File: src/sv/php_pkg.sv
// shared constants and types of the ph probe compensation block
`default_nettype none

package php_pkg;

  // field widths
  localparam int VoltW   = 20;
  localparam int TempW   = 15;
  localparam int CoefW   = 24;
  localparam int PhW     = 20;
  localparam int CatW    = 2;
  localparam int FracW   = 16;
  localparam int KcW     = 16;
  localparam int MagW    = 19;
  localparam int NumW    = 34;
  localparam int QuoW    = 21;
  localparam int RawW    = 64;
  localparam int RefKW   = 15;
  localparam int CfgIdxW = 2;

  // pipeline shape
  localparam int PolyStages       = 6;
  localparam int DivStepsPerStage = 3;
  localparam int DivStages        = QuoW / DivStepsPerStage;

  // register indexes
  localparam logic [CfgIdxW-1:0] CfgCoefA = 2'd0;
  localparam logic [CfgIdxW-1:0] CfgCoefB = 2'd1;
  localparam logic [CfgIdxW-1:0] CfgCoefC = 2'd2;

  localparam logic [CoefW-1:0] CoefCReset = 24'd458752;

  // ph thresholds, q4.16
  localparam logic [PhW-1:0] PhSix      = 20'd393216;
  localparam logic [PhW-1:0] PhSeven    = 20'd458752;
  localparam logic [PhW-1:0] PhEight    = 20'd524288;
  localparam logic [PhW-1:0] PhFourteen = 20'd917504;

  // 14.0 in q.48 and one half lsb of q.16 in q.48
  localparam logic [RawW-1:0]         RawMax    = 64'h000E_0000_0000_0000;
  localparam logic [2*FracW+PhW:0]    RoundHalf = 53'h0_0000_8000_0000;

  // kelvin offsets in hundredths
  localparam logic [KcW:0]     KelvinCenti = 17'd27315;
  localparam logic [RefKW-1:0] RefKCenti   = 15'd29815;

  typedef enum logic [CatW-1:0] {
    CatError   = 2'd0,
    CatAcid    = 2'd1,
    CatNeutral = 2'd2,
    CatBase    = 2'd3
  } cat_e;

  typedef struct packed {
    logic signed [CoefW-1:0] a;
    logic signed [CoefW-1:0] b;
    logic signed [CoefW-1:0] c;
  } coef_t;

  typedef struct packed {
    logic signed [VoltW-1:0] voltage;
    logic                    sample_error;
    logic signed [TempW-1:0] temperature_centi;
  } sample_t;

  // dividend, divisor and sign handed to the divider
  typedef struct packed {
    logic [NumW-1:0] num;
    logic [KcW-1:0]  kc;
    logic            neg;
    logic            err;
  } num_t;

  typedef struct packed {
    logic [QuoW-1:0] quo;
    logic            neg;
    logic            err;
  } quo_t;

endpackage

`default_nettype wire

File: src/sv/php_div.sv
// pipelined restoring divider, a few quotient bits per stage
`default_nettype none

module php_div (
  input  logic          clk_i,
  input  logic          rst_ni,
  input  logic          valid_i,
  output logic          ready_o,
  input  php_pkg::num_t num_i,
  output logic          valid_o,
  input  logic          ready_i,
  output php_pkg::quo_t quo_o
);

  logic [php_pkg::DivStages-1:0] v_q;
  logic [php_pkg::DivStages-1:0] stage_rdy;

  logic [php_pkg::KcW-1:0]  rem_q  [php_pkg::DivStages];
  logic [php_pkg::QuoW-1:0] bits_q [php_pkg::DivStages];
  logic [php_pkg::QuoW-1:0] quo_q  [php_pkg::DivStages];
  logic [php_pkg::KcW-1:0]  kc_q   [php_pkg::DivStages];
  logic                     neg_q  [php_pkg::DivStages];
  logic                     err_q  [php_pkg::DivStages];

  logic [php_pkg::KcW-1:0]  src_rem  [php_pkg::DivStages];
  logic [php_pkg::QuoW-1:0] src_bits [php_pkg::DivStages];
  logic [php_pkg::QuoW-1:0] src_quo  [php_pkg::DivStages];
  logic [php_pkg::KcW-1:0]  src_kc   [php_pkg::DivStages];
  logic                     src_neg  [php_pkg::DivStages];
  logic                     src_err  [php_pkg::DivStages];

  logic [php_pkg::KcW-1:0]  rem_d  [php_pkg::DivStages];
  logic [php_pkg::QuoW-1:0] bits_d [php_pkg::DivStages];
  logic [php_pkg::QuoW-1:0] quo_d  [php_pkg::DivStages];

  logic [php_pkg::KcW-1:0]  rem_w;
  logic [php_pkg::QuoW-1:0] bits_w;
  logic [php_pkg::QuoW-1:0] quo_w;
  logic [php_pkg::KcW:0]    trial;
  logic [php_pkg::KcW:0]    less;

  always_comb begin
    stage_rdy[php_pkg::DivStages-1] = !v_q[php_pkg::DivStages-1] || ready_i;
    for (int k = php_pkg::DivStages - 2; k >= 0; k--) begin
      stage_rdy[k] = !v_q[k] || stage_rdy[k+1];
    end
  end

  assign ready_o = stage_rdy[0];
  assign valid_o = v_q[php_pkg::DivStages-1];

  always_ff @(posedge clk_i or negedge rst_ni) begin
    if (!rst_ni) begin
      v_q <= '0;
    end else begin
      for (int k = 0; k < php_pkg::DivStages; k++) begin
        if (stage_rdy[k]) begin
          if (k == 0) begin
            v_q[k] <= valid_i;
          end else begin
            v_q[k] <= v_q[k-1];
          end
        end
      end
    end
  end

  // top dividend bits start as the remainder, they are always below the divisor
  always_comb begin
    src_rem[0]  = {{(php_pkg::KcW-php_pkg::NumW+php_pkg::QuoW){1'b0}},
                   num_i.num[php_pkg::NumW-1:php_pkg::QuoW]};
    src_bits[0] = num_i.num[php_pkg::QuoW-1:0];
    src_quo[0]  = '0;
    src_kc[0]   = num_i.kc;
    src_neg[0]  = num_i.neg;
    src_err[0]  = num_i.err;
    for (int k = 1; k < php_pkg::DivStages; k++) begin
      src_rem[k]  = rem_q[k-1];
      src_bits[k] = bits_q[k-1];
      src_quo[k]  = quo_q[k-1];
      src_kc[k]   = kc_q[k-1];
      src_neg[k]  = neg_q[k-1];
      src_err[k]  = err_q[k-1];
    end
  end

  // shift one dividend bit in, subtract the divisor when it fits
  always_comb begin
    rem_w  = '0;
    bits_w = '0;
    quo_w  = '0;
    trial  = '0;
    less   = '0;
    for (int k = 0; k < php_pkg::DivStages; k++) begin
      rem_w  = src_rem[k];
      bits_w = src_bits[k];
      quo_w  = src_quo[k];
      for (int j = 0; j < php_pkg::DivStepsPerStage; j++) begin
        trial  = {rem_w, bits_w[php_pkg::QuoW-1]};
        bits_w = {bits_w[php_pkg::QuoW-2:0], 1'b0};
        less   = trial - {1'b0, src_kc[k]};
        if (trial >= {1'b0, src_kc[k]}) begin
          rem_w = less[php_pkg::KcW-1:0];
          quo_w = {quo_w[php_pkg::QuoW-2:0], 1'b1};
        end else begin
          rem_w = trial[php_pkg::KcW-1:0];
          quo_w = {quo_w[php_pkg::QuoW-2:0], 1'b0};
        end
      end
      rem_d[k]  = rem_w;
      bits_d[k] = bits_w;
      quo_d[k]  = quo_w;
    end
  end

  always_ff @(posedge clk_i) begin
    for (int k = 0; k < php_pkg::DivStages; k++) begin
      if (stage_rdy[k]) begin
        rem_q[k]  <= rem_d[k];
        bits_q[k] <= bits_d[k];
        quo_q[k]  <= quo_d[k];
        kc_q[k]   <= src_kc[k];
        neg_q[k]  <= src_neg[k];
        err_q[k]  <= src_err[k];
      end
    end
  end

  assign quo_o = '{quo: quo_q[php_pkg::DivStages-1], neg: neg_q[php_pkg::DivStages-1],
                   err: err_q[php_pkg::DivStages-1]};

endmodule

`default_nettype wire

File: config.mk
export PLATFORM = sky130hd
export DESIGN_NAME = php_div
export DESIGN_NICKNAME = d
export VERILOG_FILES = /design/src/sv/php_pkg.sv /design/src/sv/php_div.sv
export SDC_FILE = /design/constraint.sdc
export NUM_CORES = 1
export LEC_CHECK = 0
export ABC_AREA = 1
export BUFFER_PORTS_ARGS = -buffer_cell sky130_fd_sc_hd__buf_2
export CAP_MARGIN = 15
export CORE_ASPECT_RATIO = 0.7
export CORE_MARGIN = 1
export CORE_UTILIZATION = 55
export DETAILED_ROUTE_END_ITERATION = 8
export GPL_TIMING_DRIVEN = 0
export PLACE_DENSITY = 0.69
export SLEW_MARGIN = 10
export SYNTH_ARGS = -nofsm -noshare
export SYNTH_HDL_FRONTEND = slang
export SYNTH_SLANG_ARGS = --single-unit
File: constraint.sdc
create_clock -name clk_i -period 14.8 [get_ports clk_i]
set_input_delay 2.22 -clock clk_i [delete_from_list [all_inputs] [get_ports clk_i]]
set_output_delay 2.22 -clock clk_i [all_outputs]
set_load 0.005 [all_outputs]
==> impl_metrics.env, run 1 <==
export IMPL_syn_area_mm2=0.03175
export IMPL_pin_count=81
export IMPL_yosys_area_share_simple_pct=27.48
export IMPL_num_antenna_cells=0
export IMPL_yosys_warnings=0
export IMPL_fillers=5282
export IMPL_layout_commonest_cell="nand2_1"
export IMPL_antenna_left=0
export IMPL_detail_route_wl_per_cell_um=18.04
export IMPL_slew_viol_final=0
export IMPL_viasPerCell=5.568
export IMPL_dieHeight_um=203.0
export IMPL_min_period_ps=8357
export IMPL_start_util_pct=55.80
export IMPL_syn_nets=4555
export IMPL_cp_num_buf_inv=9
export IMPL_start_kind="input pin"
export IMPL_clock_sinks=360
export IMPL_setup_viol=0
export IMPL_htree_levels=2
export IMPL_die_width_um=289.2
export IMPL_synth_top_family_by_area="simple AND/OR/NAND/NOR gates"
export IMPL_grt_remaining_overflow=0
export IMPL_avgSynthCellArea_um2=7.661
export IMPL_clk_pin_slew_ps=60
export IMPL_tightest_slew_ps=833.1
export IMPL_max_stage_delay_ps=620
export IMPL_syn_to_final_growth_pct=8.850
export IMPL_io_buffers=80
export IMPL_final_nets=4681
export IMPL_cp_end_kind="output port"
export IMPL_grt_max_degree=58
export IMPL_synthAdderAreaFrac_pct=14.42
export IMPL_worstPathArrival_ps=6140
export IMPL_synth_mux_area_share_pct=0
export IMPL_cp_required_ps=12580
export IMPL_rsz0062_at_grt="no"
export IMPL_grt_first_pass_wirelength_um=140500
export IMPL_synth_top_flop_cell="edfxtp_1"
export IMPL_post_cts_resize_count=0
export IMPL_fmaxAchievable_mhz=119.7
export IMPL_synth_compound_area_share_pct=9.941
export IMPL_timing_rr_start="kc_q[0][9]"
export IMPL_die_area_mm2=0.05872
export IMPL_layout_common_cells="1336 x nand2_1, 522 x inv_1, 353 x edfxtp_1"
export IMPL_synthXorXnorAreaFrac_pct=6.261
export IMPL_cp_startpoint="ready_i"
export IMPL_max_slew_margin_rel_pct=44.46
export IMPL_first_pass_iters=5
export IMPL_fin_tns_setup_ps=0
export IMPL_finalCritPeriodShare_pct=56.46
export IMPL_rows=73
export IMPL_dp_hpwl_um=74610
export IMPL_syn_instance_count=4145
export IMPL_clock_latency_ps=580
export IMPL_ys_types=61
export IMPL_wirelength_um=91110
export IMPL_ctsHoldBuffers=0
export IMPL_post_cts_buffers=0
export IMPL_status="finished, final reports clean"
export IMPL_grtUsageTotal_pct=31.05
export IMPL_remaining_drc_errors=0
export IMPL_cts_buffer_depth=3
export IMPL_gp_congestion=0.9971
export IMPL_cp_common_cell="nor2_1"
export IMPL_cp_slowest_cell="inv_4"
export IMPL_path_delay_family="buffers and inverters"
export IMPL_synth_seq_cells=360
export IMPL_hp_class="flop to flop"
export IMPL_grt_pass1_vias=25120
export IMPL_path_cells="buf_2 -> nor2_1 -> inv_1 -> nor2_1 -> inv_4 -> nor2_1 -> inv_4 -> nor2_1 -> inv_4 -> buf_16 -> nor2_1 -> inv_4 -> nor2_1 -> nand2_4 -> buf_16 -> buf_2"
export IMPL_cts_root_buf="clkbuf_16"
export IMPL_ys_async_sr_fraction_pct=1.944
export IMPL_vias=28120
export IMPL_hold_violations=0
export IMPL_coreArea_mm2=0.05690
export IMPL_dr_first_iter_drc_count=3015
export IMPL_critPathMaxFanout=57
export IMPL_synth_edf_count=353
export IMPL_min_from="quo_q[2][0]"
export IMPL_cts_tree="yes"
export IMPL_antenna_found_initial=3
export IMPL_crit_type="input pin to output port"
export IMPL_maxCapViolCount=0
export IMPL_cts_made_buffers=39
export IMPL_drive_gt1_share_pct=8.023
export IMPL_skew_ps=37.26
export IMPL_ys_seq_area_share_pct=33.93
-- cell usage after synthesis, types with 6 or more instances --
| library cell | number | area, um2 |
|---|---|---|
| nand2_1 | 1337 | 5019 |
| inv_1 | 527 | 1978 |
| edfxtp_1 | 353 | 10600 |
| ha_1 | 334 | 4179 |
| nand3_1 | 291 | 1456 |
| a21oi_1 | 267 | 1336 |
| nor2_1 | 191 | 716.9 |
| o21ai_0 | 151 | 755.7 |
| xor2_1 | 129 | 1130 |
| xnor2_1 | 98 | 858.3 |
| nand4_1 | 48 | 300.3 |
| o21ai_1 | 34 | 170.2 |
| nand2_2 | 32 | 200.2 |
| nor3_1 | 31 | 155.2 |
| a31oi_1 | 21 | 131.4 |
| buf_2 | 20 | 100.1 |
| fa_1 | 20 | 400.4 |
| inv_2 | 20 | 75.07 |
| buf_4 | 19 | 142.6 |
| nand3b_1 | 18 | 135.1 |
| buf_6 | 16 | 180.2 |
| a21o_1 | 14 | 105.1 |
| nand2_4 | 14 | 157.7 |
| o21a_1 | 14 | 105.1 |
| or2_2 | 13 | 81.33 |
| o21bai_1 | 12 | 90.09 |
| a21boi_0 | 11 | 82.58 |
| nor4_1 | 11 | 68.82 |
| nand3_2 | 10 | 100.1 |
| a21oi_2 | 9 | 78.83 |
| dfrtp_1 | 7 | 175.2 |
| o21ai_2 | 7 | 61.31 |
| nor2_4 | 6 | 67.56 |
| o211ai_1 | 6 | 45.04 |
-- stage by stage --
stage,hold slack [ps],worst slack (ps),area (um2),instances,utilization [%]
after floorplan,400.3,3476,31750,4145,-
after global placement,400.2,-1266,33090,4975,58.16
after detailed placement,404.5,6325,33250,4980,58.43
after CTS,396.4,6335,34560,5050,60.74
after global routing,399.4,6106,34560,5050,60.74
final,396.7,6443,34560,5050,60.74
-- area by class of cell --
class                   instances  area (um2)  share of cell area [%]
clock inverters                27       312.8                  0.9050
multi-input cells            3174       18460                   53.40
plain buffers                  61       461.7                   1.336
flip-flops and latches        360       10780                   31.17
clock buffers                  43        1001                   2.896
repair buffers                 85       538.0                   1.557
well taps                     750       938.4                   2.715
inverters                     550        2079                   6.016
-- state kept, by name, summed over array words and instances, names as in the netlist --
name	cells
v_q	7
quo_q	84
kc_q	96
rem_q	96
neg_q	7
err_q	7
bits_q	63
-- path summary, 6_finish.rpt --
| path | slack, ps | cells after the start | endpoint |
|---|---|---|---|
| setup / recovery | 6440 | 16 | ready_o |
| hold / removal | 400 | 0 | quo_q[3][3] |
| setup reg to reg | 7730 | 33 | rem_q[1][0] |
| hold reg to reg | 400 | 0 | quo_q[3][3] |
| max in group asynchronous | 13120 | 1 | v_q[0] |
| min in group asynchronous | 1500 | 1 | v_q[3] |
-- kinds of logic after synthesis --
group,after synthesis
simple gates,2026
buf+inv,611
compound gates,567
flops,360
fa+ha+maj,354
xor+xnor,227
-- per-layer routing --
layer | vias to the layer above | wire [um] | share of wire, % | track usage, %
met5 | - | 27 | 0.030 | 0
met4 | 4 | 1572 | 1.7 | 6.015
met3 | 103 | 10230 | 11 | 8.202
met2 | 1152 | 33960 | 37 | 40.93
met1 | 12800 | 45320 | 50 | 49.71
li1 | 14060 | - | - | -
Power of run 1 is not shown: default switching activity piles up to over one toggle a cycle in this logic, so the estimate is an artifact.
==> run 2, diff against run 1 <==
--- a/config.mk
+++ b/config.mk
@@ -13,7 +13,7 @@
 export CORE_UTILIZATION = 55
 export DETAILED_ROUTE_END_ITERATION = 8
 export GPL_TIMING_DRIVEN = 0
-export PLACE_DENSITY = 0.69
+export PLACE_DENSITY = 0.71
 export SLEW_MARGIN = 10
 export SYNTH_ARGS = -nofsm -noshare
 export SYNTH_HDL_FRONTEND = slang
==> constraint.sdc (replaced) <==
create_clock -name clk_i -period 7.56 [get_ports clk_i]
set_input_delay 1.134 -clock clk_i [delete_from_list [all_inputs] [get_ports clk_i]]
set_output_delay 1.134 -clock clk_i [all_outputs]
set_load 0.005 [all_outputs]
==> impl_metrics.env, run 2 (same netlist as run 1, synthesis figures left out) <==
export IMPL_drive_gt1_share_pct=8.064
export IMPL_pre_cts_slack_ps=-214.7
export IMPL_rows=73
export IMPL_die_width_um=289.2
export IMPL_maxCapViolCount=0
export IMPL_syn_to_final_growth_pct=8.878
export IMPL_setup_viol=0
export IMPL_cp_required_ps=6430
export IMPL_cts_buffer_depth=3
export IMPL_ff_latch_area_mm2=0.01078
export IMPL_cts_root_buf="clkbuf_16"
export IMPL_hold_violations=0
export IMPL_tightest_slew_ps=854.6
export IMPL_crit_type="input pin to output port"
export IMPL_ctsHoldBuffers=0
export IMPL_dieHeight_um=203.0
export IMPL_clock_sinks=360
export IMPL_wl_met1_um=43290
export IMPL_multi_input_area_mm2=0.01850
export IMPL_cts_made_buffers=39
export IMPL_met2WireLength_um=33660
export IMPL_pin_count=81
export IMPL_dp_hpwl_um=71170
export IMPL_r2r_slack_ps=720
export IMPL_antenna_found_initial=0
export IMPL_maxUsedRoutingLayer="met4"
export IMPL_grt_max_degree=58
export IMPL_whs_ps=400.8
export IMPL_vias=28160
export IMPL_detail_route_wl_per_cell_um=17.44
export IMPL_post_cts_resize_count=0
export IMPL_gp_congestion=0.9869
export IMPL_clk_pin_slew_ps=60
export IMPL_layout_common_cells="1336 x nand2_1, 521 x inv_1, 353 x edfxtp_1"
export IMPL_grt_pass1_vias=25450
export IMPL_wirelength_um=88120
export IMPL_post_cts_buffers=0
export IMPL_coreArea_mm2=0.05690
export IMPL_min_period_ps=7115
export IMPL_rsz0062_at_grt="no"
export IMPL_start_util_pct=55.80
export IMPL_finalCritPeriodShare_pct=94.12
export IMPL_clock_latency_ps=580
export IMPL_wl_met3_um=9580
export IMPL_skew_ps=37.93
export IMPL_finalNonFillerCells=5054
export IMPL_setup_ws_ps=444.5
export IMPL_remaining_drc_errors=0
export IMPL_status="finished, final reports clean"
export IMPL_critPathMaxFanout=57
export IMPL_r2r_end="rem_q[1][0]"
export IMPL_first_pass_iters=8
export IMPL_htree_levels=2
export IMPL_place_inst=4980
export IMPL_worstPathArrival_ps=5980
export IMPL_grtUsageTotal_pct=30.32
export IMPL_max_slew_margin_rel_pct=43.03
export IMPL_worst_r2r_cell_count=32
export IMPL_cts_tree="yes"
export IMPL_start_kind="input pin"
export IMPL_antenna_left=0
export IMPL_dr_first_iter_drc_count=3372
export IMPL_viasPerCell=5.571
export IMPL_cp_end_kind="output port"
export IMPL_timing_rr_start="kc_q[0][9]"
export IMPL_fillers=5182
export IMPL_grt_first_pass_wirelength_um=139000
export IMPL_layout_commonest_cell="nand2_1"
export IMPL_io_buffers=80
export IMPL_hp_class="input pin to asynchronous set/reset pin"
export IMPL_grt_remaining_overflow=0
export IMPL_slew_viol_final=0
export IMPL_fmaxAchievable_mhz=140.5
export IMPL_final_nets=4684
export IMPL_die_area_mm2=0.05872
export IMPL_top_regs="kc_q (96), rem_q (96), quo_q (84)"
run 2: worst max-delay path by stage:
| stage | slack, ps | cells after the start | from | end |
|---|---|---|---|---|
| CTS | 90 | 15 | ready_i | ready_o |
| global route | 70 | 15 | ready_i | ready_o |
| global placement | -3000 | 13 | ready_i | bits_q[1][13] |
| floorplan | 10 | 12 | ready_i | ready_o |
| finish | 440 | 15 | ready_i | ready_o |
| detailed placement | -210 | 15 | ready_i | ready_o |
run 2: metal layers:
metal,track usage (%),vias to the layer above
met2,41.46,1201
met1,47.68,12770
met3,7.191,107
met5,0,-
met4,6.090,0
li1,-,14090
run 2: worst max-delay path, cell delays in order:
cell and delay [ps]:
buf_2 90, nor2_1 100, clkinv_1 410, nor2_1 460, clkinvlp_4 480, nor2_4 220
clkinvlp_4 280, buf_12 270, nor2_4 150, clkinvlp_4 440, nor2_4 260, clkinvlp_4 570
nor2_4 420, nand2_8 350, buf_2 270
run 2: through the flow:
| stage | TNS [ps] | area, um2 | util (%) |
|---|---|---|---|
| final | 0 | 34570 | 60.76 |
| after CTS | 0 | 34540 | 60.70 |
| after floorplan | 0 | 31820 | - |
| after detailed placement | -214.7 | 33260 | 58.46 |
| after global placement | -352750 | 33150 | 58.26 |
| after global routing | 0 | 34570 | 60.75 |
run 2: cell type report:
class                      count  area share, %
inverter                     550          6.029
buffer                        61          1.335
tap                          750          2.714
sequential                   360          31.17
clock inverter                23         0.6985
antenna                        1       0.007238
timing repair inverter         2        0.02895
multi-input combinational   3174          53.50
clock buffer                  47          2.971
timing repair buffer          86          1.549
Power of run 2 is left out for the same reason.
